--- src/rtl/core/flow_cache_with_timeouts_unit_assert.svh ---
// ----------------------------------------------------------------------------
// Flow cache assertion macros
// Shared assertion wrappers, clocked on the rising edge, off during reset.
// ----------------------------------------------------------------------------
`ifndef FLOW_CACHE_WITH_TIMEOUTS_UNIT_ASSERT_SVH
`define FLOW_CACHE_WITH_TIMEOUTS_UNIT_ASSERT_SVH

// Implication checked at every edge outside reset.
`define FCWT_ASSERT(lbl, clk, rst_n, prop) \
  lbl: assert property (@(posedge clk) disable iff (!rst_n) prop) \
    else $error("flow cache assertion failed");

// Condition that must never hold outside reset.
`define FCWT_NEVER(lbl, clk, rst_n, cond) \
  lbl: assert property (@(posedge clk) disable iff (!rst_n) !(cond)) \
    else $error("flow cache forbidden condition");

`endif

--- src/rtl/core/fcwt_slot_ram.sv ---
// ----------------------------------------------------------------------------
// Flow cache slot memory
// One write port, one registered read port; read data holds without a read.
// ----------------------------------------------------------------------------
`timescale 1ns / 1ps
module fcwt_slot_ram #(
  parameter int Depth = 32,
  parameter int Width = 32
) (
  input  logic                     clk_i,
  input  logic                     we_i,
  input  logic [$clog2(Depth)-1:0] waddr_i,
  input  logic [Width-1:0]         wdata_i,
  input  logic                     re_i,
  input  logic [$clog2(Depth)-1:0] raddr_i,
  output logic [Width-1:0]         rdata_o
);
  logic [Width-1:0] mem [Depth];

  always_ff @(posedge clk_i) begin
    if (we_i) mem[waddr_i] <= wdata_i;
    if (re_i) rdata_o <= mem[raddr_i];
  end

endmodule

--- config.mk ---
export PLATFORM = sky130hd
export DESIGN_NAME = fcwt_slot_ram
export DESIGN_NICKNAME = d
export VERILOG_FILES = /design/src/rtl/core/flow_cache_with_timeouts_unit_assert.svh /design/src/rtl/core/fcwt_slot_ram.sv
export SDC_FILE = /design/constraint.sdc
export NUM_CORES = 1
export LEC_CHECK = 0
export ABC_AREA = 1
export CORE_ASPECT_RATIO = 0.9
export CORE_MARGIN = 10
export CORE_UTILIZATION = 63
export DETAILED_ROUTE_END_ITERATION = 16
export DONT_BUFFER_PORTS = 1
export PLACE_DENSITY_LB_ADDON = 0.15
export SLEW_MARGIN = 20
export SYNTH_ARGS = -nofsm -noshare
export SYNTH_HDL_FRONTEND = slang
export SYNTH_SLANG_ARGS = --single-unit
--- constraint.sdc ---
create_clock -name clk_i -period 2.7 [get_ports clk_i]
set_input_delay 0.405 -clock clk_i [delete_from_list [all_inputs] [get_ports clk_i]]
set_output_delay 0.405 -clock clk_i [all_outputs]
set_load 0.05 [all_outputs]
# [Yosys cells after proc, flatten, opt, wreduce, memory -nomap -nowiden]
# Memories as Yosys holds them, arrays and structs flattened. A register that Yosys moved wholly into a read port is not among the register bits.
# Index checks and enable logic that the tools add are counted.
[word_totals] ff_bits=0 ramBits=1024 in_bits=45 wordCells=3 memories=1
[memory_table] memory="mem" words=32 word_bits=32 read_ports=1 rd_ports_with_merged_regs=1 write_ports=1 line="fcwt_slot_ram.sv:18" rtl="logic [Width-1:0] mem [Depth];"
[op_classes] muxes=2
[op_table] operator="$mux 1" n=2

# [Longest topological paths before layout]
[depth] depth_word=2 mapped_depth=12 mapped_depth_nobuf=9

# [Worst setup path after synthesis]
# Ideal clock, no wire load.
[synth_timing] path_kind="input to register" startpoint="input port waddr_i[0]" endpoint="memory mem[8][0], enable pin" arrival_time_ns=2.060 t_required_ns=2.279 path_slack_ns=0.219 cell_stages=3 path_buffers=0 cell_sequence="inv_1 -> nand3_1 -> nor2_1"
[synth_lines] item="start, declared" line="fcwt_slot_ram.sv:12" rtl="input logic [$clog2(Depth)-1:0] waddr_i,"
[synth_lines] item="end, declared" line="fcwt_slot_ram.sv:18"
# Straight into the memory's write port.

==> flow_summary_export.csv <==
group,metric,value,unit
synth,synth_nets,3581,
routing,drt-pass1-iter-count,6,
sta,whs,0.02171,ns
routing,viasPerCell,6.150,
routing,drc,0,
run_status,status,"complete, no violations",
synth,yosysTopAreaCell,"edfxtp_1",
finish,fillers,4487,
finish,mostFrequentLayoutCell,"nand2_1",
synth,ys.warnings.count,0,
sta,fin_crit_sh,0.8263,
placement,portBuffers,0,
floorplanning,fp-row-count,90,
synth,yosysSeqAreaShare,0.7422,
finish,multi_input_area,0.009669,sq mm
sta,period_needed,2.231,ns
sta,finalSetupTns,0,ns
floorplanning,dieArea,0.07865,sq mm
sta,fmax,448.2,MHz
finish,finalNonFillerCells,4516,
synth,ys_types,13,
floorplanning,initial_core_util,0.6366,
synth,synth.avg_cell_area,12.08,sq um
finish,layout_common_cells,"nand2_1 (1,440), edfxtp_1 (1,056), nand3_1 (780)",
sta,tightest_slew,1.129,ns
finish,fin_util,0.7015,
routing,wl_per_cell,24.62,um
global_route,grt_util_all_layers,0.2819,
sta,rsz0062_at_grt,"no",
cts,cts_setup_buffers,0,
synth,mappedNetlistArea,0.04273,sq mm
floorplanning,dieWidth,294.5,um
placement,dp_cells,4295,
critical_path,cp_data_required_time,3.23,ns
finish,area_growth,10.19,%
global_route,grt_max_degree,514,
routing,num_vias,27770,
floorplanning,pin_count,77,
sta,skew,0.02218,ns
routing,drtAntennaViolNets,0,
placement,place_congestion,0.8005,
cts,cts-htree-levels,3,
power_and_ir_drop,leakage,0.01720,uW
cts,clk_pin_slew,0.06,ns
sta,final_max_slew_viol_count,0,
floorplanning,core,0.06711,sq mm
finish,seq_area,0.03171,sq mm
global_route,grt_overflow_total,0,
cts,clockBufferDepth,3,
synth,synth_top_area_frac,0.7422,
min_path,min_path_type,"in2reg",
sta,relSlewSlack,0.2448,
synth,syn_inst,3536,
critical_path,path_class,"in2reg",
power_and_ir_drop,vdd_drop_max,0.5302,mV
cts,ctsResizeCount,0,
placement,dp.final_hpwl,57.27,mm
sta,finalHoldViolCount,0,
sta,setup_viol,0,
finish,nNetsFinal,3604,
critical_path,crit_fanout,513,
power_and_ir_drop,total_power,33880,uW
routing,routed_wl,111.2,mm
global_route,grt_pass1_wl,166.0,mm
routing,drt_iter0_drc,4004,
cts,cts_tree,"built",
global_route,antenna_found_initial,1,
cts,root_buffer,"clkbuf_16",
cts,clk-insertion-delay-late,0.67,ns
flow_run,maxCapViolCount,0,
critical_path,worst_r2r_startpoint,"mem[7][16]$_DFFE_PP_",
power_and_ir_drop,power.density,719.6,mW/mm^2
synth,ys_ff_latch,1056,
cts,clock_sinks,1056,
finish,drive_above_1_share,0.08157,
min_path,min_from,"raddr_i[4]",
critical_path,startpoint,"raddr_i[0]",
cts,numCtsBuffers,101,
critical_path,worst_setup_path_start_kind,"input pin",
critical_path,cp-end-kind,"register",
global_route,first_global_vias,26470,
floorplanning,die_y,267.1,um
synth,synth_area_leaders,"edfxtp_1 (74%), nand2_1 (13%), nand3_1 (9.1%)",
critical_path,arrival,2.77,ns
==> critical path, cell delays in order <==
cell and delay, ns:
inv_16 0.55, buf_12 0.32, buf_4 0.29, nand2_1 0.08, nand3_1 0.10, nand3_1 0.10
nand2_1 0.08, nand2_1 0.05, nand2_1 0.07, nand2_1 0.08, nand2_1 0.08
==> Yosys cell counts <==
cell,instances
buf_1,18
buf_2,83
buf_4,24
buf_6,66
buf_8,3
clkbuf_1,24
edfxtp_1,1056
inv_1,7
inv_2,2
inv_8,1
nand2_1,1440
nand3_1,780
nor2_1,32
==> cell type report <==
cell class / count / share of cell area
clock inverter: 54 / 0.01029
antenna: 1 / 0.00005315
timing repair buffer: 138 / 0.02961
tap: 874 / 0.02323
multi-input combinational: 2252 / 0.2054
clock buffer: 131 / 0.05653
inverter: 10 / 0.001355
sequential: 1056 / 0.6736
==> per-stage QoR <==
stage,worst slack (ns),instance area [sq um]
2_1_floorplan,0.2185,42730
3_5_place_dp,0.5888,43620
6_report,0.4690,47080
4_1_cts,0.7012,47180
3_3_place_gp,0.6168,43620
5_1_grt,0.6906,47080
==> logic make-up after synthesis <==
kind of cell / count (synthesis) / synth area share
DFF: 1056 / 0.7422
and+or+nand+nor: 2252 / 0.2207
buffers and inverters: 228 / 0.03713
==> path summary, 6_finish.rpt <==
kind                                end  slack [ns]  cells after the start
hold reg to reg   rdata_o[18]$_DFFE_PP_        0.83                      8
hold / removal     rdata_o[2]$_DFFE_PP_        0.02                      2
setup / recovery   rdata_o[9]$_DFFE_PP_        0.47                     11
setup reg to reg  rdata_o[16]$_DFFE_PP_        1.33                      8
==> power breakdown <==
group	total, uW	internal (uW)	switching (uW)
combinational	1730	529	1200
clock	13600	7640	5970
sequential	18500	18300	242
total	33900	26500	7410
==> what timing repair did <==
item,CTS,global route
hold endpoints to repair,1080,0
endpoints found under the setup margin,0,0
hold buffers,35,0
==> layer usage <==
metal,up-vias,GRT usage,part of all wire
li1,12420,-,-
met1,13430,0.4014,0.39
met2,1703,0.4432,0.47
met3,223,0.04851,0.11
met4,0,0.08946,0.028
met5,-,0,0
==> registers in the layout (all words and copies together) (netlist names) <==
| name | count |
|---|---|
| rdata_o | 32 |
| mem | 1024 |
Power figures use the tool's default switching activity.
