### config.mk
export PLATFORM = sky130hd
export DESIGN_NAME = fcwt_cfg_regs
export DESIGN_NICKNAME = d
export VERILOG_FILES = /design/src/rtl/core/flow_cache_with_timeouts_unit_assert.svh /design/src/rtl/core/fcwt_pkg.sv /design/src/rtl/core/fcwt_cfg_regs.sv
export SDC_FILE = /design/constraint.sdc
export NUM_CORES = 1
export LEC_CHECK = 0
export BUFFER_PORTS_ARGS = -buffer_cell sky130_fd_sc_hd__buf_4
export CAP_MARGIN = 10
export CORE_ASPECT_RATIO = 1.75
export CORE_UTILIZATION = 63
export DETAILED_ROUTE_END_ITERATION = 10
export PLACE_DENSITY = 0.89
export SLEW_MARGIN = 30
export SYNTH_ARGS = -nofsm -noshare
export SYNTH_HDL_FRONTEND = slang
export SYNTH_SLANG_ARGS = --single-unit
### constraint.sdc
create_clock -name clk_i -period 10.06 [get_ports clk_i]
set_input_delay 0 -clock clk_i [delete_from_list [all_inputs] [get_ports clk_i]]
set_output_delay 0 -clock clk_i [all_outputs]
set_load 0.005 [all_outputs]
### src/rtl/core/flow_cache_with_timeouts_unit_assert.svh
// ----------------------------------------------------------------------------
// Flow cache assertion macros
// Shared assertion wrappers, clocked on the rising edge, off during reset.
// ----------------------------------------------------------------------------
`ifndef FLOW_CACHE_WITH_TIMEOUTS_UNIT_ASSERT_SVH
`define FLOW_CACHE_WITH_TIMEOUTS_UNIT_ASSERT_SVH

// Implication checked at every edge outside reset.
`define FCWT_ASSERT(lbl, clk, rst_n, prop) \
  lbl: assert property (@(posedge clk) disable iff (!rst_n) prop) \
    else $error("flow cache assertion failed");

// Condition that must never hold outside reset.
`define FCWT_NEVER(lbl, clk, rst_n, cond) \
  lbl: assert property (@(posedge clk) disable iff (!rst_n) !(cond)) \
    else $error("flow cache forbidden condition");

`endif

### src/rtl/core/fcwt_pkg.sv
// ----------------------------------------------------------------------------
// Flow cache package
// Types, constants and register codes shared by the flow cache modules.
// ----------------------------------------------------------------------------
`timescale 1ns / 1ps
package fcwt_pkg;

  localparam int CACHE_SLOTS = 32;
  localparam int SlotW       = $clog2(CACHE_SLOTS);
  localparam int CntW        = $clog2(CACHE_SLOTS + 1);
  localparam int MaxResults  = 32;
  localparam int MsPerS      = 1000;
  localparam int AddrW       = 4;

  localparam logic [1:0] RegActive   = 2'd0;
  localparam logic [1:0] RegInactive = 2'd1;
  localparam logic [1:0] RegLimit    = 2'd2;

  typedef struct packed {
    logic [31:0] src_addr;
    logic [31:0] dst_addr;
    logic [15:0] src_port;
    logic [15:0] dst_port;
    logic [7:0]  protocol;
    logic [7:0]  tos;
    logic [7:0]  tcp_flag_bits;
    logic [15:0] packet_bytes;
    logic [31:0] uptime_ms;
  } pkt_t;

  typedef struct packed {
    logic [31:0] rec_src_addr;
    logic [31:0] rec_dst_addr;
    logic [15:0] rec_src_port;
    logic [15:0] rec_dst_port;
    logic [7:0]  rec_protocol;
    logic [7:0]  rec_tos;
    logic [7:0]  rec_tcp_flags;
    logic [31:0] rec_packets;
    logic [31:0] rec_octets;
    logic [31:0] rec_first_ms;
    logic [31:0] rec_last_ms;
    logic        last_in_run;
  } rec_t;

  typedef struct packed {
    logic [31:0] src_addr;
    logic [31:0] dst_addr;
    logic [15:0] src_port;
    logic [15:0] dst_port;
    logic [7:0]  protocol;
    logic [7:0]  tos;
    logic [7:0]  tcp_flags;
    logic [31:0] packets;
    logic [31:0] octets;
    logic [31:0] first_ms;
    logic [31:0] last_ms;
  } entry_t;

  localparam int EntryW = $bits(entry_t);

  typedef struct packed {
    logic [31:0]     act_ms;
    logic [31:0]     inact_ms;
    logic [CntW-1:0] limit;
  } cfg_t;

  typedef struct packed {
    logic             re;
    logic [SlotW-1:0] raddr;
    logic             we;
    logic [SlotW-1:0] waddr;
    entry_t           wdata;
  } mem_req_t;

  typedef struct packed {
    logic            busy;
    logic            pend_v;
    logic [CntW-1:0] occupancy;
  } stat_t;

  typedef enum logic [3:0] {
    ST_IDLE, ST_PRIME, ST_ACT, ST_INACT, ST_MATCH, ST_FIN, ST_EVICT, ST_INSERT,
    ST_DRAIN
  } state_e;

  function automatic rec_t entry_to_rec(entry_t e, logic last);
    rec_t r;
    r.rec_src_addr  = e.src_addr;
    r.rec_dst_addr  = e.dst_addr;
    r.rec_src_port  = e.src_port;
    r.rec_dst_port  = e.dst_port;
    r.rec_protocol  = e.protocol;
    r.rec_tos       = e.tos;
    r.rec_tcp_flags = e.tcp_flags;
    r.rec_packets   = e.packets;
    r.rec_octets    = e.octets;
    r.rec_first_ms  = e.first_ms;
    r.rec_last_ms   = e.last_ms;
    r.last_in_run   = last;
    return r;
  endfunction

endpackage

### src/rtl/core/fcwt_cfg_regs.sv
// ----------------------------------------------------------------------------
// Flow cache configuration registers
// APB register file; derives timeouts in ms and the clamped flow limit.
// ----------------------------------------------------------------------------
`timescale 1ns / 1ps
module fcwt_cfg_regs (
  input  logic                       clk_i,
  input  logic                       rst_ni,
  input  logic                       psel,
  input  logic                       penable,
  input  logic                       pwrite,
  input  logic [fcwt_pkg::AddrW-1:0] paddr,
  input  logic [31:0]                pwdata,
  output logic [31:0]                prdata,
  output logic                       pready,
  output fcwt_pkg::cfg_t             cfg_o
);
  import fcwt_pkg::*;

  logic [15:0] act_q, inact_q;
  logic [5:0]  lim_q;
  logic        wr_en;
  logic [7:0]  lim_w;

  assign pready = 1'b1;
  assign wr_en  = psel & penable & pwrite;

  always_ff @(posedge clk_i or negedge rst_ni) begin
    if (!rst_ni) begin
      act_q   <= 16'd60;
      inact_q <= 16'd10;
      lim_q   <= 6'd32;
    end else if (wr_en) begin
      case (paddr[3:2])
        RegActive:   act_q   <= pwdata[15:0];
        RegInactive: inact_q <= pwdata[15:0];
        RegLimit:    lim_q   <= pwdata[5:0];
        default:     ;
      endcase
    end
  end

  always_comb begin
    case (paddr[3:2])
      RegActive:   prdata = {16'd0, act_q};
      RegInactive: prdata = {16'd0, inact_q};
      RegLimit:    prdata = {26'd0, lim_q};
      default:     prdata = 32'd0;
    endcase
  end

  // clamp limit into 1..CACHE_SLOTS
  always_comb begin
    lim_w = {2'b00, lim_q};
    if (lim_w == 8'd0) lim_w = 8'd1;
    if (lim_w > 8'(CACHE_SLOTS)) lim_w = 8'(CACHE_SLOTS);
    cfg_o.act_ms   = 32'(act_q) * 32'(MsPerS);
    cfg_o.inact_ms = 32'(inact_q) * 32'(MsPerS);
    cfg_o.limit    = CntW'(lim_w);
  end

endmodule

=== Word-level counts from Yosys, hierarchy flattened ===
Index checks and enable logic that the tools add are counted.

* Multipliers: 2
* Order comparisons: 1
* Equality and inequality tests: 2
* Multiplexer cells: 3
* Bitwise logic cells: 2
* Reduce and logical (&&, ||, !) cells: 5

{| class="wikitable"
|+ Operators by type and width
! cell !! number
|-
| case mux 16 bit (3 select lines) || 1
|-
| multiplier 16 x 7 -> 23 bit, second input constant || 2
|-
| 2-to-1 mux 6 bit || 2
|-
| > comparator 8 x 6 -> 1 bit, second input constant || 1
|-
| zero test 6 bit || 1
|-
| AND reduction 2 bit || 3
|-
| AND 1 bit || 2
|-
| == test 2 x 1 -> 1 bit, second input constant || 1
|-
| == test 2 bit, second input constant || 1
|-
| zero test 2 bit || 1
|}

* Register bits after elaboration: 38
* Bits of input ports: 41
* Output and inout port bits: 103
* Word-level logic and storage cells: 18

=== Depth between registers and ports, before layout ===
* Depth after elaboration: 4
* Gate-level depth with buffers: 15
* Depth with buffers taken out: 15

=== Least setup slack after synthesis ===
No wires, ideal clock.

* Path kind: register to output
* Start: register inact_q[3]
* End: output cfg_o[30] (netlist name)
* Arrival: 4.218 ns
* Required time: 10.060 ns
* Setup slack: 5.842 ns
* Cell stages (with the launch flop): 14
* Cell sequence: dfstp_2 inv_1 fa_1 fa_1 fa_1 fa_1 inv_1 ha_1 o211ai_1 o21a_1 a221o_1 a211oi_2 a31oi_1 xnor2_1

{| class="wikitable"
|+ RTL lines
! item !! line !! source
|-
| start: declaration || fcwt_cfg_regs.sv:20 || <nowiki>logic [15:0] act_q, inact_q;</nowiki>
|-
| start signal: assignment || fcwt_cfg_regs.sv:36 || <nowiki>RegInactive: inact_q <= pwdata[15:0];</nowiki>
|-
| end: declaration || fcwt_cfg_regs.sv:16 || <nowiki>output fcwt_pkg::cfg_t cfg_o</nowiki>
|}

==> impl_metrics.toml <==
[synth]
yosysWarnings = 0
synth_top_area_share_pct = 29.5
synth_edf_count = 0
synth.cell_area_um2 = 7330
async_flop_share_pct = 100
synth_top_area_cell = "fa_1"
synth_flop_cell = "dfrtp_1"
ys_types = 47
syn_avg_cell_area_um2 = 9.39
synth.area.top_cells = "fa_1 29%, ha_1 18%, dfrtp_1 11%"
syn_inst = 781
ys_seq_area_share_pct = 13.1
ys_ff_latch = 38

[timing]
hold_viol_final = 0
tightest_slew_ps = 496
drv_slew = 0
fin_tns_setup_ps = 0
clock.fmax_mhz = 197
rsz0062_at_grt = "false"
fin_crit_sh_pct = 50.5
layout_min_cycle_time_ps = 5080
relSlewSlack_pct = 66.8
setup_viol_count_final = 0
clock_skew_ps = 0

[global_routing]
grt_pass1_wl_um = 27400
antenna_found_initial = 0
grt_pass1_vias = 5982
track_usage_pct = 28.8
grt_overflow = 0
grt_start_max_net_pins = 39

[cts]
clk_pin_slew_ps = 60
cts_buffer_depth = 2
cts_tree = "built"
htreeDepth = 2
cts_made_buffers = 5
clk_latency_ps = 280
cts_root_buffer = "clkbuf_16"
cts.sinks = 38

[flow_run]
maxCapViolCount = 0

[die]
die_area_um2 = 12100
core_um2 = 11200
fp.dieH_um = 145
die_x_um = 83.6
ios = 144
rows = 51
start_util_pct = 65.3

[critical_path]
worstSetupStartpointType = "register"
worstSetupPathType = "register to output pin"
cp.arrival_ps = 5080
endpoint_kind = "output pin"
crit_required_ps = 10060
cp_max_fo = 8

[route]
vias = 5662
vias_per_cell = 5.59
drtAntennaViolNets = 0
drtIter0Drc = 254
routed_wl_um = 16600
dr.pass1.iters = 4
drc = 0
routedWlPerCell_um = 16.4

[placement]
place.gp.congestion = 0.889
hpwlAfterDp_um = 13500
io_buffers = 90

[outcome]
status = "finished, final reports clean"

[layout]
drive_gt1_share_pct = 13.9
diodes = 0
final_common_cell = "inv_1"
nets = 1134
utilization_pct = 74.0
area_growth_pct = 13.3
final_cell_mix = "162 x inv_1, 108 x fa_1, 106 x ha_1, 92 x buf_4, 56 x nand2_1"

[hold_path]
worst_hold_path_type = "input pin to asynchronous set/reset pin"
[final cells by class]
type | count | area [µm²]
sequential | 38 | 960
timing repair buffer | 109 | 861
fill | 798 | 2920
clock inverter | 2 | 12.5
multi-input combinational | 563 | 5560
clock buffer | 6 | 139
inverter | 162 | 608
tap | 132 | 165
[registers in the layout, summed over array words and instances, names as in the netlist]
register	flops
act_q	16
lim_q	6
inact_q	16
[critical path, stage by stage, from the launching register on]
cell and delay [ps]:
dfstp_2 580, inv_1 190, fa_1 510, fa_1 620, fa_1 470, fa_1 500, inv_1 50, ha_1 380
a21o_1 220, a221o_1 350, a221oi_1 410, o21ai_0 180, xor2_1 170, buf_4 150
[cell families after synthesis]
logic type               after synthesis  synth area share, %
adder cells (fa/ha/maj)              214                 47.6
other                                  2                0.102
flip-flops                            38                 13.1
XOR/XNOR                              39                 4.66
AO/OA/AOI/OAI                        136                 11.2
multiplexers                          25                 3.57
AND/OR/NAND/NOR                      114                 6.93
buffers and inverters                213                 12.9
[repair_timing]
action                    4_1_cts  5_1_grt
hold buffers                   17        0
resized for setup               0        0
setup buffers                   0        0
hold endpoints to repair       65        0
[path summary, 6_finish.rpt]
path | startpoint | to | slack, ps | cells after the start
setup / recovery | act_q[5]$_DFFE_PN1P_ | cfg_o[62] | 4980 | 13
hold / removal | rst_ni | lim_q[1]$_DFFE_PN0P_ | 210 | 2
setup reg to reg | inact_q[11]$_DFFE_PN0P_ | inact_q[11]$_DFFE_PN0P_ | 8880 | 2
hold reg to reg | lim_q[3]$_DFFE_PN0P_ | lim_q[3]$_DFFE_PN0P_ | 570 | 1
max in group asynchronous | rst_ni | act_q[4]$_DFFE_PN1P_ | 9490 | 2
min in group clk_i | paddr[3] | lim_q[3]$_DFFE_PN0P_ | 420 | 3
[stage by stage]
step | std cells | setup slack [ps] | hold WS (ps) | cell area, µm²
floorplan | 814 | 5840 | -296 | 7460
global placement | 987 | 5370 | -16.4 | 7990
detailed placement | 987 | 5330 | -17.0 | 7990
CTS | 1012 | 5000 | 235 | 8310
global route | 1012 | 4810 | 261 | 8310
finish | 1012 | 4980 | 211 | 8310
[per-layer routing]
| layer | routed length [µm] | global-route usage [%] |
|---|---|---|
| met5 | 0 | 0 |
| met1 | 5800 | 29.4 |
| met3 | 518 | 1.93 |
| met2 | 9660 | 58.5 |
| met4 | 612 | 14.0 |
[Yosys cell counts, drive strengths merged (2+ instances only)]
master	count
dfstp	7
a21boi	2
nand4	3
a21o	16
o21ai	53
inv	162
buf	39
xnor2	27
o211ai	4
o21a	3
dfrtp	31
ha	106
a21oi	35
mux2i	16
nor3	2
nand2	56
a221o	3
conb	2
mux2	9
a31oi	2
clkbuf	12
fa	108
nor2	24
and3	7
nand3	7
xor2	12
nor2b	9
a211oi	7
o21bai	2
Power is left out: the tool's default activity adds up to more than one toggle a clock period on the data nets, which glitch-free logic cannot reach.
