==> config.mk <==
export PLATFORM = sky130hd
export DESIGN_NAME = fcwt_ctrl_flat
export DESIGN_NICKNAME = d
export VERILOG_FILES = /design/src/rtl/core/flow_cache_with_timeouts_unit_assert.svh /design/src/rtl/core/fcwt_pkg.sv /design/src/rtl/core/fcwt_if.sv /design/src/rtl/core/fcwt_ctrl.sv /design/src/flat_wrapper.sv
export SDC_FILE = /design/constraint.sdc
export NUM_CORES = 2
export LEC_CHECK = 0
export ABC_AREA = 0
export BUFFER_PORTS_ARGS = -buffer_cell sky130_fd_sc_hd__clkbuf_2
export CAP_MARGIN = 20
export CORE_AREA = 2 2 398 400
export DETAILED_ROUTE_END_ITERATION = 12
export DIE_AREA = 0 0 400 402
export PLACE_DENSITY = 0.58
export SYNTH_ARGS = -nofsm -noshare
export SYNTH_HDL_FRONTEND = slang
export SYNTH_SLANG_ARGS = --single-unit
==> constraint.sdc <==
create_clock -name clk_i -period 51.3 [get_ports clk_i]
set_input_delay 5.13 -clock clk_i [delete_from_list [all_inputs] [get_ports clk_i]]
set_output_delay 5.13 -clock clk_i [all_outputs]
set_load 0.05 [all_outputs]
==> src/rtl/core/flow_cache_with_timeouts_unit_assert.svh <==
// ----------------------------------------------------------------------------
// Flow cache assertion macros
// Shared assertion wrappers, clocked on the rising edge, off during reset.
// ----------------------------------------------------------------------------
`ifndef FLOW_CACHE_WITH_TIMEOUTS_UNIT_ASSERT_SVH
`define FLOW_CACHE_WITH_TIMEOUTS_UNIT_ASSERT_SVH

// Implication checked at every edge outside reset.
`define FCWT_ASSERT(lbl, clk, rst_n, prop) \
  lbl: assert property (@(posedge clk) disable iff (!rst_n) prop) \
    else $error("flow cache assertion failed");

// Condition that must never hold outside reset.
`define FCWT_NEVER(lbl, clk, rst_n, cond) \
  lbl: assert property (@(posedge clk) disable iff (!rst_n) !(cond)) \
    else $error("flow cache forbidden condition");

`endif

==> src/rtl/core/fcwt_pkg.sv <==
// ----------------------------------------------------------------------------
// Flow cache package
// Types, constants and register codes shared by the flow cache modules.
// ----------------------------------------------------------------------------
`timescale 1ns / 1ps
package fcwt_pkg;

  localparam int CACHE_SLOTS = 32;
  localparam int SlotW       = $clog2(CACHE_SLOTS);
  localparam int CntW        = $clog2(CACHE_SLOTS + 1);
  localparam int MaxResults  = 32;
  localparam int MsPerS      = 1000;
  localparam int AddrW       = 4;

  localparam logic [1:0] RegActive   = 2'd0;
  localparam logic [1:0] RegInactive = 2'd1;
  localparam logic [1:0] RegLimit    = 2'd2;

  typedef struct packed {
    logic [31:0] src_addr;
    logic [31:0] dst_addr;
    logic [15:0] src_port;
    logic [15:0] dst_port;
    logic [7:0]  protocol;
    logic [7:0]  tos;
    logic [7:0]  tcp_flag_bits;
    logic [15:0] packet_bytes;
    logic [31:0] uptime_ms;
  } pkt_t;

  typedef struct packed {
    logic [31:0] rec_src_addr;
    logic [31:0] rec_dst_addr;
    logic [15:0] rec_src_port;
    logic [15:0] rec_dst_port;
    logic [7:0]  rec_protocol;
    logic [7:0]  rec_tos;
    logic [7:0]  rec_tcp_flags;
    logic [31:0] rec_packets;
    logic [31:0] rec_octets;
    logic [31:0] rec_first_ms;
    logic [31:0] rec_last_ms;
    logic        last_in_run;
  } rec_t;

  typedef struct packed {
    logic [31:0] src_addr;
    logic [31:0] dst_addr;
    logic [15:0] src_port;
    logic [15:0] dst_port;
    logic [7:0]  protocol;
    logic [7:0]  tos;
    logic [7:0]  tcp_flags;
    logic [31:0] packets;
    logic [31:0] octets;
    logic [31:0] first_ms;
    logic [31:0] last_ms;
  } entry_t;

  localparam int EntryW = $bits(entry_t);

  typedef struct packed {
    logic [31:0]     act_ms;
    logic [31:0]     inact_ms;
    logic [CntW-1:0] limit;
  } cfg_t;

  typedef struct packed {
    logic             re;
    logic [SlotW-1:0] raddr;
    logic             we;
    logic [SlotW-1:0] waddr;
    entry_t           wdata;
  } mem_req_t;

  typedef struct packed {
    logic            busy;
    logic            pend_v;
    logic [CntW-1:0] occupancy;
  } stat_t;

  typedef enum logic [3:0] {
    ST_IDLE, ST_PRIME, ST_ACT, ST_INACT, ST_MATCH, ST_FIN, ST_EVICT, ST_INSERT,
    ST_DRAIN
  } state_e;

  function automatic rec_t entry_to_rec(entry_t e, logic last);
    rec_t r;
    r.rec_src_addr  = e.src_addr;
    r.rec_dst_addr  = e.dst_addr;
    r.rec_src_port  = e.src_port;
    r.rec_dst_port  = e.dst_port;
    r.rec_protocol  = e.protocol;
    r.rec_tos       = e.tos;
    r.rec_tcp_flags = e.tcp_flags;
    r.rec_packets   = e.packets;
    r.rec_octets    = e.octets;
    r.rec_first_ms  = e.first_ms;
    r.rec_last_ms   = e.last_ms;
    r.last_in_run   = last;
    return r;
  endfunction

endpackage

==> src/rtl/core/fcwt_if.sv <==
// ----------------------------------------------------------------------------
// Flow cache channels
// Valid/ready channels for packet requests and exported flow records.
// ----------------------------------------------------------------------------
`timescale 1ns / 1ps
interface fcwt_pkt_if;
  logic          valid;
  logic          ready;
  fcwt_pkg::pkt_t data;
  modport source (output valid, output data, input ready);
  modport sink   (input valid, input data, output ready);
endinterface

interface fcwt_rec_if;
  logic          valid;
  logic          ready;
  fcwt_pkg::rec_t data;
  modport source (output valid, output data, input ready);
  modport sink   (input valid, input data, output ready);
endinterface

==> src/rtl/core/fcwt_ctrl.sv <==
// ----------------------------------------------------------------------------
// Flow cache sequencer
// Scans slots for timeouts, lookup and eviction; buffers records for export.
// ----------------------------------------------------------------------------
`timescale 1ns / 1ps
module fcwt_ctrl (
  input  logic               clk_i,
  input  logic               rst_ni,
  input  fcwt_pkg::cfg_t     cfg_i,
  fcwt_pkt_if.sink           pkt_i,
  fcwt_rec_if.source         rec_o,
  output fcwt_pkg::mem_req_t mem_o,
  input  fcwt_pkg::entry_t   rdata_i,
  output fcwt_pkg::stat_t    stat_o
);
  import fcwt_pkg::*;

  state_e state_q, state_d;
  logic [CACHE_SLOTS-1:0] valid_q, valid_d;
  logic [SlotW-1:0] idx_q, idx_d, nxt_idx, free_idx, hit_idx_q, hit_idx_d, old_idx_q, old_idx_d;
  logic hit_f_q, hit_f_d, old_f_q, old_f_d, free_f;
  entry_t hit_q, hit_d, old_q, old_d, pend_q, pend_d, upd, ins;
  logic pend_v_q, pend_v_d;
  rec_t out_q, out_d;
  logic out_v_q, out_v_d, out_free;
  pkt_t pkt_q, pkt_d;
  logic [CntW-1:0] n_q, n_d, occ;
  logic last_slot, cur_v, expired, key_eq, room;
  logic emit, stall;
  entry_t emit_e;
  logic [31:0] stamp, tmo, age;

  assign pkt_i.ready = (state_q == ST_IDLE);
  assign rec_o.valid = out_v_q;
  assign rec_o.data  = out_q;
  assign out_free    = !out_v_q || rec_o.ready;
  assign occ         = CntW'($countones(valid_q));
  assign last_slot   = (idx_q == SlotW'(CACHE_SLOTS - 1));
  assign nxt_idx     = last_slot ? '0 : idx_q + 1'b1;
  assign cur_v       = valid_q[idx_q];
  assign stamp       = (state_q == ST_ACT) ? rdata_i.first_ms : rdata_i.last_ms;
  assign tmo         = (state_q == ST_ACT) ? cfg_i.act_ms : cfg_i.inact_ms;
  assign age         = pkt_q.uptime_ms - stamp;
  assign expired     = cur_v && (age > tmo);
  assign room        = (32'(n_q) < MaxResults);
  assign key_eq      = (rdata_i.src_addr == pkt_q.src_addr) &&
                       (rdata_i.dst_addr == pkt_q.dst_addr) &&
                       (rdata_i.src_port == pkt_q.src_port) &&
                       (rdata_i.dst_port == pkt_q.dst_port) &&
                       (rdata_i.protocol == pkt_q.protocol);

  // lowest free slot
  always_comb begin
    free_f   = 1'b0;
    free_idx = '0;
    for (int i = CACHE_SLOTS - 1; i >= 0; i--) begin
      if (!valid_q[i]) begin
        free_f   = 1'b1;
        free_idx = SlotW'(i);
      end
    end
  end

  always_comb begin
    upd           = hit_q;
    upd.packets   = hit_q.packets + 32'd1;
    upd.octets    = hit_q.octets + 32'(pkt_q.packet_bytes);
    upd.tcp_flags = hit_q.tcp_flags | pkt_q.tcp_flag_bits;
    upd.last_ms   = pkt_q.uptime_ms;
    ins.src_addr  = pkt_q.src_addr;
    ins.dst_addr  = pkt_q.dst_addr;
    ins.src_port  = pkt_q.src_port;
    ins.dst_port  = pkt_q.dst_port;
    ins.protocol  = pkt_q.protocol;
    ins.tos       = pkt_q.tos;
    ins.tcp_flags = pkt_q.tcp_flag_bits;
    ins.packets   = 32'd1;
    ins.octets    = 32'(pkt_q.packet_bytes);
    ins.first_ms  = pkt_q.uptime_ms;
    ins.last_ms   = pkt_q.uptime_ms;
  end

  always_comb begin
    state_d   = state_q;
    valid_d   = valid_q;
    idx_d     = idx_q;
    hit_f_d   = hit_f_q;
    hit_idx_d = hit_idx_q;
    hit_d     = hit_q;
    old_f_d   = old_f_q;
    old_idx_d = old_idx_q;
    old_d     = old_q;
    pend_d    = pend_q;
    pend_v_d  = pend_v_q;
    out_d     = out_q;
    out_v_d   = out_v_q && !rec_o.ready;
    pkt_d     = pkt_q;
    n_d       = n_q;
    mem_o     = '0;
    emit      = 1'b0;
    emit_e    = rdata_i;

    case (state_q)
      ST_IDLE: begin
        if (pkt_i.valid) begin
          pkt_d   = pkt_i.data;
          n_d     = '0;
          state_d = ST_PRIME;
        end
      end
      ST_PRIME: begin
        mem_o.re    = 1'b1;
        mem_o.raddr = '0;
        idx_d       = '0;
        hit_f_d     = 1'b0;
        old_f_d     = 1'b0;
        state_d     = ST_ACT;
      end
      ST_ACT, ST_INACT: begin
        emit = expired && room;
      end
      ST_EVICT: begin
        emit   = room;
        emit_e = old_q;
      end
      default: ;
    endcase

    // hold the sequencer while the pending record cannot move on
    stall = emit && pend_v_q && !out_free;

    if (emit && !stall) begin
      if (pend_v_q) begin
        out_d   = entry_to_rec(pend_q, 1'b0);
        out_v_d = 1'b1;
      end
      pend_d   = emit_e;
      pend_v_d = 1'b1;
      n_d      = n_q + 1'b1;
    end

    case (state_q)
      ST_ACT, ST_INACT, ST_MATCH: begin
        if (!stall) begin
          if (state_q != ST_MATCH && expired) valid_d[idx_q] = 1'b0;
          if (state_q == ST_MATCH && cur_v) begin
            if (!hit_f_q && key_eq) begin
              hit_f_d   = 1'b1;
              hit_idx_d = idx_q;
              hit_d     = rdata_i;
            end
            if (!old_f_q || (rdata_i.last_ms < old_q.last_ms)) begin
              old_f_d   = 1'b1;
              old_idx_d = idx_q;
              old_d     = rdata_i;
            end
          end
          mem_o.re    = 1'b1;
          mem_o.raddr = nxt_idx;
          idx_d       = nxt_idx;
          if (last_slot) begin
            case (state_q)
              ST_ACT:   state_d = ST_INACT;
              ST_INACT: state_d = ST_MATCH;
              default:  state_d = ST_FIN;
            endcase
          end
        end
      end
      ST_FIN: begin
        if (hit_f_q) begin
          mem_o.we    = 1'b1;
          mem_o.waddr = hit_idx_q;
          mem_o.wdata = upd;
          state_d     = ST_DRAIN;
        end else if (occ >= cfg_i.limit && old_f_q) begin
          state_d = ST_EVICT;
        end else begin
          state_d = ST_INSERT;
        end
      end
      ST_EVICT: begin
        if (!stall) begin
          valid_d[old_idx_q] = 1'b0;
          state_d            = ST_INSERT;
        end
      end
      ST_INSERT: begin
        if (free_f) begin
          mem_o.we          = 1'b1;
          mem_o.waddr       = free_idx;
          mem_o.wdata       = ins;
          valid_d[free_idx] = 1'b1;
        end
        state_d = ST_DRAIN;
      end
      ST_DRAIN: begin
        if (!pend_v_q) begin
          state_d = ST_IDLE;
        end else if (out_free) begin
          out_d    = entry_to_rec(pend_q, 1'b1);
          out_v_d  = 1'b1;
          pend_v_d = 1'b0;
          state_d  = ST_IDLE;
        end
      end
      default: ;
    endcase
  end

  always_ff @(posedge clk_i or negedge rst_ni) begin
    if (!rst_ni) begin
      state_q  <= ST_IDLE;
      valid_q  <= '0;
      pend_v_q <= 1'b0;
      out_v_q  <= 1'b0;
      hit_f_q  <= 1'b0;
      old_f_q  <= 1'b0;
      idx_q    <= '0;
      n_q      <= '0;
    end else begin
      state_q  <= state_d;
      valid_q  <= valid_d;
      pend_v_q <= pend_v_d;
      out_v_q  <= out_v_d;
      hit_f_q  <= hit_f_d;
      old_f_q  <= old_f_d;
      idx_q    <= idx_d;
      n_q      <= n_d;
    end
  end

  always_ff @(posedge clk_i) begin
    hit_idx_q <= hit_idx_d;
    hit_q     <= hit_d;
    old_idx_q <= old_idx_d;
    old_q     <= old_d;
    pend_q    <= pend_d;
    out_q     <= out_d;
    pkt_q     <= pkt_d;
  end

  assign stat_o.busy      = (state_q != ST_IDLE);
  assign stat_o.pend_v    = pend_v_q;
  assign stat_o.occupancy = occ;

endmodule

==> src/flat_wrapper.sv <==
// flat-port wrapper written by rule: the top's interface ports become plain ports
module fcwt_ctrl_flat import fcwt_pkg::*;
  (clk_i, rst_ni, cfg_i, mem_o, rdata_i, stat_o, pkt_i_valid, pkt_i_data, pkt_i_ready, rec_o_valid, rec_o_data, rec_o_ready);
  fcwt_pkt_if pkt_i_i ();
  fcwt_rec_if rec_o_i ();
  input  logic clk_i;
  input  logic rst_ni;
  input  fcwt_pkg::cfg_t cfg_i;
  output fcwt_pkg::mem_req_t mem_o;
  input  fcwt_pkg::entry_t rdata_i;
  output fcwt_pkg::stat_t stat_o;
  input wire logic [$bits(pkt_i_i.valid)-1:0] pkt_i_valid;
  input wire logic [$bits(pkt_i_i.data)-1:0] pkt_i_data;
  output wire logic [$bits(pkt_i_i.ready)-1:0] pkt_i_ready;
  output wire logic [$bits(rec_o_i.valid)-1:0] rec_o_valid;
  output wire logic [$bits(rec_o_i.data)-1:0] rec_o_data;
  input wire logic [$bits(rec_o_i.ready)-1:0] rec_o_ready;
  assign pkt_i_i.valid = pkt_i_valid;
  assign pkt_i_i.data = pkt_i_data;
  assign pkt_i_ready = pkt_i_i.ready;
  assign rec_o_valid = rec_o_i.valid;
  assign rec_o_data = rec_o_i.data;
  assign rec_o_i.ready = rec_o_ready;
  fcwt_ctrl u_core (.clk_i(clk_i), .rst_ni(rst_ni), .cfg_i(cfg_i), .pkt_i(pkt_i_i), .rec_o(rec_o_i), .mem_o(mem_o), .rdata_i(rdata_i), .stat_o(stat_o));
endmodule
## After elaboration in Yosys (flattened, before gate mapping)

Cells that the tools add are included.

| word-level totals | value |
|---|---|
| logic and storage cells | 301 |
| register bits after elaboration | 1190 |
| output and inout bits | 519 |
| input bits | 490 |

| operators by class | value |
|---|---|
| equal/unequal tests | 19 |
| reduce and logical (&&, ||, !) cells | 37 |
| magnitude comparators | 10 |
| bitwise operators | 7 |
| add/sub/neg operators | 36 |
| mux-type cells | 129 |

Operator list:

| kind | number |
|---|---|
| two-way mux 249 bit | 5 |
| two-way mux 254 bit | 2 |
| one-hot mux 254 bit (2 select lines) | 1 |
| two-way mux 248 bit | 1 |
| two-way mux 32 bit | 6 |
| two-way mux 5 bit | 36 |
| one-hot mux 32 bit (3 select lines) | 1 |
| adder 6 bit | 15 |
| AND 32 bit | 2 |
| equality test 32 bit | 2 |
| inverter 32 bit | 2 |
| two-way mux 1 bit | 56 |
| two-way mux 6 bit | 6 |
| adder 1 x 1 -> 2 bit | 16 |
| adder 32 x 1 -> 32 bit (second input constant) | 1 |
| adder 32 x 16 -> 32 bit | 1 |
| equality test 16 bit | 2 |
| greater-than comparator 32 bit | 1 |
| < comparator 32 bit | 1 |
| bitwise OR 32 bit | 1 |
| subtractor 32 bit | 1 |
| two-way mux 4 bit | 7 |
| one-hot mux 4 bit (5 select lines) | 1 |
| < comparator 5 x 6 -> 1 bit (second input constant) | 3 |
| other kinds (33) | 68 |

## Logic depth before layout (Yosys ltp)

| depth | value |
|---|---|
| depth in word-level cells | 39 |
| depth in mapped cells | 29 |
| depth with buffers taken out | 25 |

## Worst setup path before layout

Ideal clock, no wire load.

| timing | value |
|---|---|
| path type | input to register |
| start point | input rdata_i[32] (netlist bit) |
| end point | register u_core.n_q[1] |
| required time | 50.681 ns |
| stages on the path | 22 |
| buffers on the path | 0 |
| setup time | 0.619 ns |
| arrival time | 21.150 ns |
| setup slack | 29.531 ns |
| path through | mux2_2 -> ha_1 -> fa_1 -> nor2b_1 -> o31a_1 -> o211a_1 -> o21a_1 -> o31ai_1 -> a21oi_1 -> o21ai_0 -> a211oi_1 -> o311ai_0 -> ha_1 -> nand3_1 -> nor2_1 -> nand3_1 -> nor4_1 -> o211ai_1 -> nand2_1 -> o21ai_2 -> a21oi_1 -> mux2i_1 |

| on the way | value |
|---|---|
| cells in the longest elaborated chain, start to end | 12 |
| elaborated cells between the ends (all ways) | 14 |
| classes of those cells | 1 x add/sub; 1 x order compare; 3 x mux; 9 x reduce/logical |

RTL lines:

| item | line | source |
|---|---|---|
| from (decl) | flat_wrapper.sv:10 | `input fcwt_pkg::entry_t rdata_i;` |
| two-way mux 32 bit * | fcwt_ctrl.sv:41 | `assign stamp = (state_q == ST_ACT) ? rdata_i.first_ms : rdata_i.last_ms;` |
| subtractor 32 bit * | fcwt_ctrl.sv:43 | `assign age = pkt_q.uptime_ms - stamp;` |
| greater-than comparator 32 bit * | fcwt_ctrl.sv:44 | `assign expired = cur_v && (age > tmo);` |
| logical AND 1 bit * | fcwt_ctrl.sv:44 |  |
| logical AND 1 bit * | fcwt_ctrl.sv:120 | `emit = expired && room;` |
| one-hot mux 1 bit (2 select lines) * | fcwt_ctrl.sv:103 | `case (state_q)` |
| logical AND 1 bit (2 in a row) | fcwt_ctrl.sv:130 | `stall = emit && pend_v_q && !out_free;` |
| zero test 1 bit | fcwt_ctrl.sv:132 | `if (emit && !stall) begin` |
| logical AND 1 bit * | fcwt_ctrl.sv:132 |  |
| nonzero test 2 bit (no source line) | -- |  |
| AND reduction 2 bit (no source line) | -- |  |
| to (signal assigned) | fcwt_ctrl.sv:229 | `n_q <= n_d;` |
| to (decl) | fcwt_ctrl.sv:27 | `logic [CntW-1:0] n_q, n_d, occ;` |

Mark *: on every way between the ends. The rest lies on a longest branch, timed or not.
A chain may end at the register's enable or synchronous reset.

==> impl_metrics.py <==
metrics = {
    "sta": {
        "clock.fmax_mhz": 62.0,
        "finalSetupTns_ns": 0,
        "hold_violations": 0,
        "post-route-period-util_pct": 31.4,
        "worst_clock_skew_ns": 0.0505,
        "slew_headroom_pct": 20.0,
        "slew_violations": 0,
        "worstMarginPinSlew_ns": 1.19,
        "min_period_ns": 16.13,
        "rsz0062_at_grt": "false",
        "setup_viol": 0,
    },
    "logic_synthesis": {
        "yosysWarnings": 0,
        "syn-cell-area_sq_um": 51500,
        "synthXorXnorAreaFrac_pct": 2.38,
        "synthCells": 3962,
        "yosys.area_share.simple_pct": 9.79,
        "synth_top_area_cell": "edfxtp_1",
        "synth_cell_types": 81,
        "ys_seq_area_share_pct": 64.0,
        "async_reset_ff_share_pct": 4.29,
        "ys.flop_type": "edfxtp_1",
        "synth_seq_cells": 1190,
        "synth-edff-count": 890,
        "synth_top_area_share_pct": 51.9,
        "syn-num-nets": 4629,
        "synth_area_per_cell_sq_um": 13.0,
        "synth_mux_area_share_pct": 6.86,
        "synth_compound_area_share_pct": 8.94,
        "synth_area_leaders": "edfxtp_1, dfxtp_1, nand2_1, mux2_1, ha_1",
        "synth_top_family_by_area": "simple AND/OR/NAND/NOR gates",
        "synthAdderAreaFrac_pct": 4.71,
    },
    "worst_setup_path": {
        "critical-path-top-delay-family": "compound AO/OA/AOI/OAI gates",
        "end_kind": "output port",
        "critical_path_arrival_ns": 11.00,
        "crit_required_ns": 46.17,
        "r2r_end": "u_core.pend_q[159]$_DFFE_PN_",
        "path_class": "primary input to output port",
        "crit_chain": "clkbuf_2, mux2_2, ha_1, fa_1, nor2b_1, o31a_1, o211a_1, o21a_1, o31ai_1, a21oi_1, o21ai_0, a211oi_1, o311ai_0, ha_1, nand3_1, nor2_1, nand3_1, nor4_1, o211ai_1, and2_1, a211oi_1, nor2_1, and2_1, clkbuf_2",
        "rr_worst_depth": 28,
        "setup.worst_path.end": "mem_o[255]",
        "cpMaxStageDelayCell": "nor4_1",
        "crit_buf_inv": 2,
        "critPathLaunch": "rdata_i[32]",
        "r2r_start": "u_core.state_q[2]$_DFF_PN0_",
        "worstPathMaxFanout": 6,
        "rrSetupSlack_ns": 41.47,
        "cpPeakStageDelay_ns": 0.56,
        "path_depth": 24,
        "startpoint_type": "primary input",
    },
    "floorplan": {
        "die_w_microns": 400,
        "die_h_microns": 402,
        "core_sq_um": 157000,
        "fp-row-count": 146,
        "io_pins": 1009,
        "initial_utilization_pct": 32.8,
        "dieArea_sq_um": 161000,
    },
    "layout": {
        "area_growth_syn_to_layout_pct": 23.2,
        "multiInputGateArea_sq_um": 16900,
        "fillerInstances": 15000,
        "final_nets": 5659,
        "regArea_sq_um": 33000,
        "layout_commonest_cell": "clkbuf_2",
        "drive_gt1_share_pct": 25.8,
        "layout_common_cells": "clkbuf_2, edfxtp_1, nand2_1",
    },
    "clock_network": {
        "cts_root_buffer": "clkbuf_16",
        "clk_transition_reported_paths_ns": 0.06,
        "cts_setup_buffers": 0,
        "cts_buffers": 139,
        "cts-resized-gates": 0,
        "holdBufCountCts": 0,
        "htree_levels": 4,
        "cts_sinks": 1190,
        "cts_tree": "done",
        "clockBufferDepth": 3,
        "clock_latency_ns": 0.77,
    },
    "global_route": {
        "gr-total-overflow": 0,
        "grt_max_degree": 150,
        "grt_pass1_vias": 36400,
        "track_usage_pct": 22.7,
        "grt_pass1_wl_mm": 264,
        "antenna_found_initial": 23,
    },
    "pwr": {
        "leakagePower_uw": 0.0265,
        "p_per_area_nw_per_um2": 33.9,
        "p_total_uw": 2150,
        "pwr-share-clk_pct": 48.2,
        "intPower_uw": 1670,
        "swShare_pct": 22.3,
        "switching_power_uw": 479,
        "vdd_drop_max_mv": 0.0283,
        "p_comb_share_pct": 3.7,
        "power_frac_seq_pct": 48.1,
    },
    "placed_design": {
        "dp_hpwl_mm": 140,
        "gp_congestion": 0.939,
        "port_buffers": 1008,
    },
    "detailed_routing": {
        "vias_per_cell": 5.16,
        "wire_per_inst_microns": 26.3,
        "drt-pass1-iter-count": 7,
        "drtAntennaViolNets": 0,
        "via_count": 37100,
        "finalWirelength_mm": 189,
        "drc": 0,
        "drtIter0Drc": 3456,
    },
    "min_path": {
        "min_path_type": "flop to flop",
    },
    "outcome": {
        "status": "finished clean",
    },
    "run": {
        "drv_cap": 0,
    },
}
-- layer usage --
| layer | vias to the layer above | GRT usage [%] | share of wire, % |
|---|---|---|---|
| met5 | - | 0 | 0.053 |
| met4 | 14 | 9.11 | 4.2 |
| met3 | 345 | 5.04 | 7.3 |
| met2 | 1601 | 39.0 | 49 |
| met1 | 18500 | 27.6 | 39 |
| li1 | 16600 | - | - |
-- Yosys cell counts, types with 32 or more instances --
cell      count
dfrtp_1      51
clkbuf_1    115
a22o_1      167
mux2_1      220
nor3_1       32
nor2_1      134
a221oi_1     38
o21ai_0     135
a21oi_1      80
and2_1       46
a21o_1       35
edfxtp_1    890
nand2_1     725
mux2i_1      66
dfxtp_1     249
xnor2_1      81
ha_1        149
nand4_1      37
xor2_1       59
nand3_1      51
o221ai_1     33
inv_1       182
-- worst register-to-register path, delay by kind of cell, from the launching register on --
family                     cells  cell delay, ns
buffers and inverters          5            2.92
DFF                            1            0.52
and+or+nand+nor                8            1.80
adders and majority gates      3            1.05
muxes                          1            0.41
AOI/OAI and AO/OA             11            2.75
-- kinds of logic (layout without fill, tap and decap cells) --
kind of cell | after synthesis | after routing
compound gates | 637 | 637
xor+xnor | 140 | 140
fa+ha+maj | 177 | 177
buf+inv | 344 | 1493
flops | 1190 | 1190
mux | 319 | 319
other cells | 0 | 11
simple gates | 1155 | 1155
-- stage by stage --
| step | util [%] | cells | setup slack [ns] | area [sq um] | hold WS (ns) |
|---|---|---|---|---|---|
| 2_1_floorplan | - | 3962 | 29.53 | 51500 | 0.432 |
| 3_3_place_gp | 37.3 | 6923 | 35.05 | 58600 | 0.433 |
| 3_5_place_dp | 37.3 | 6923 | 35.01 | 58600 | 0.441 |
| 4_1_cts | 40.4 | 7183 | 34.99 | 63400 | 0.440 |
| 5_1_grt | 40.4 | 7190 | 34.60 | 63400 | 0.452 |
| 6_report | 40.4 | 7194 | 35.17 | 63500 | 0.440 |
-- sequential cells by signal (all words and copies together) (netlist names) --
| name | count |
|---|---|
| u_core.rec_o.data | 249 |
| u_core.old_q | 248 |
| u_core.pend_q | 248 |
| u_core.hit_q | 216 |
| u_core.ins | 168 |
| u_core.valid_q | 32 |
| u_core.n_q | 6 |
| u_core.hit_idx_q | 5 |
| u_core.idx_q | 5 |
| u_core.old_idx_q | 5 |
| u_core.state_q | 4 |
| u_core.hit_f_q | 1 |
| u_core.old_f_q | 1 |
| u_core.pend_v_q | 1 |
| u_core.rec_o.valid | 1 |
-- layout make-up --
class / count / share of cell area [%]
Inverter: 183 / 1.09
Antenna cell: 11 / 0.0434
Timing Repair Buffer: 1050 / 8.51
Multi-Input combinational cell: 2428 / 26.7
Clock inverter: 53 / 1.37
Tap cell: 2072 / 4.09
Clock buffer: 207 / 6.26
Sequential cell: 1190 / 52.0
-- worst min path at each step --
stage,start,to,slack (ns),depth (start not counted)
floorplan,u_core.pend_q[99]$_DFFE_PN_,u_core.rec_o.data[100]$_DFF_P_,0.43,1
global placement,u_core.pend_q[93]$_DFFE_PN_,u_core.rec_o.data[94]$_DFF_P_,0.43,1
detailed placement,u_core.pend_q[132]$_DFFE_PN_,u_core.rec_o.data[133]$_DFF_P_,0.44,1
CTS,u_core.pend_q[132]$_DFFE_PN_,u_core.rec_o.data[133]$_DFF_P_,0.44,1
global route,u_core.pend_q[132]$_DFFE_PN_,u_core.rec_o.data[133]$_DFF_P_,0.45,1
finish,u_core.pend_q[98]$_DFFE_PN_,u_core.rec_o.data[99]$_DFF_P_,0.44,1
-- power by group through the flow --
stage | combinational [uW] | clock (uW) | sequential, uW
6_report | 79.5 | 1040 | 1030
2_1_floorplan | 31.2 | 0 | 1050
5_1_grt | 86.9 | 1090 | 1030
4_1_cts | 79.7 | 1060 | 1030
3_5_place_dp | 79.1 | 0 | 1050
3_3_place_gp | 77.7 | 0 | 1050
Note: power is estimated with default switching activity, not from simulation.
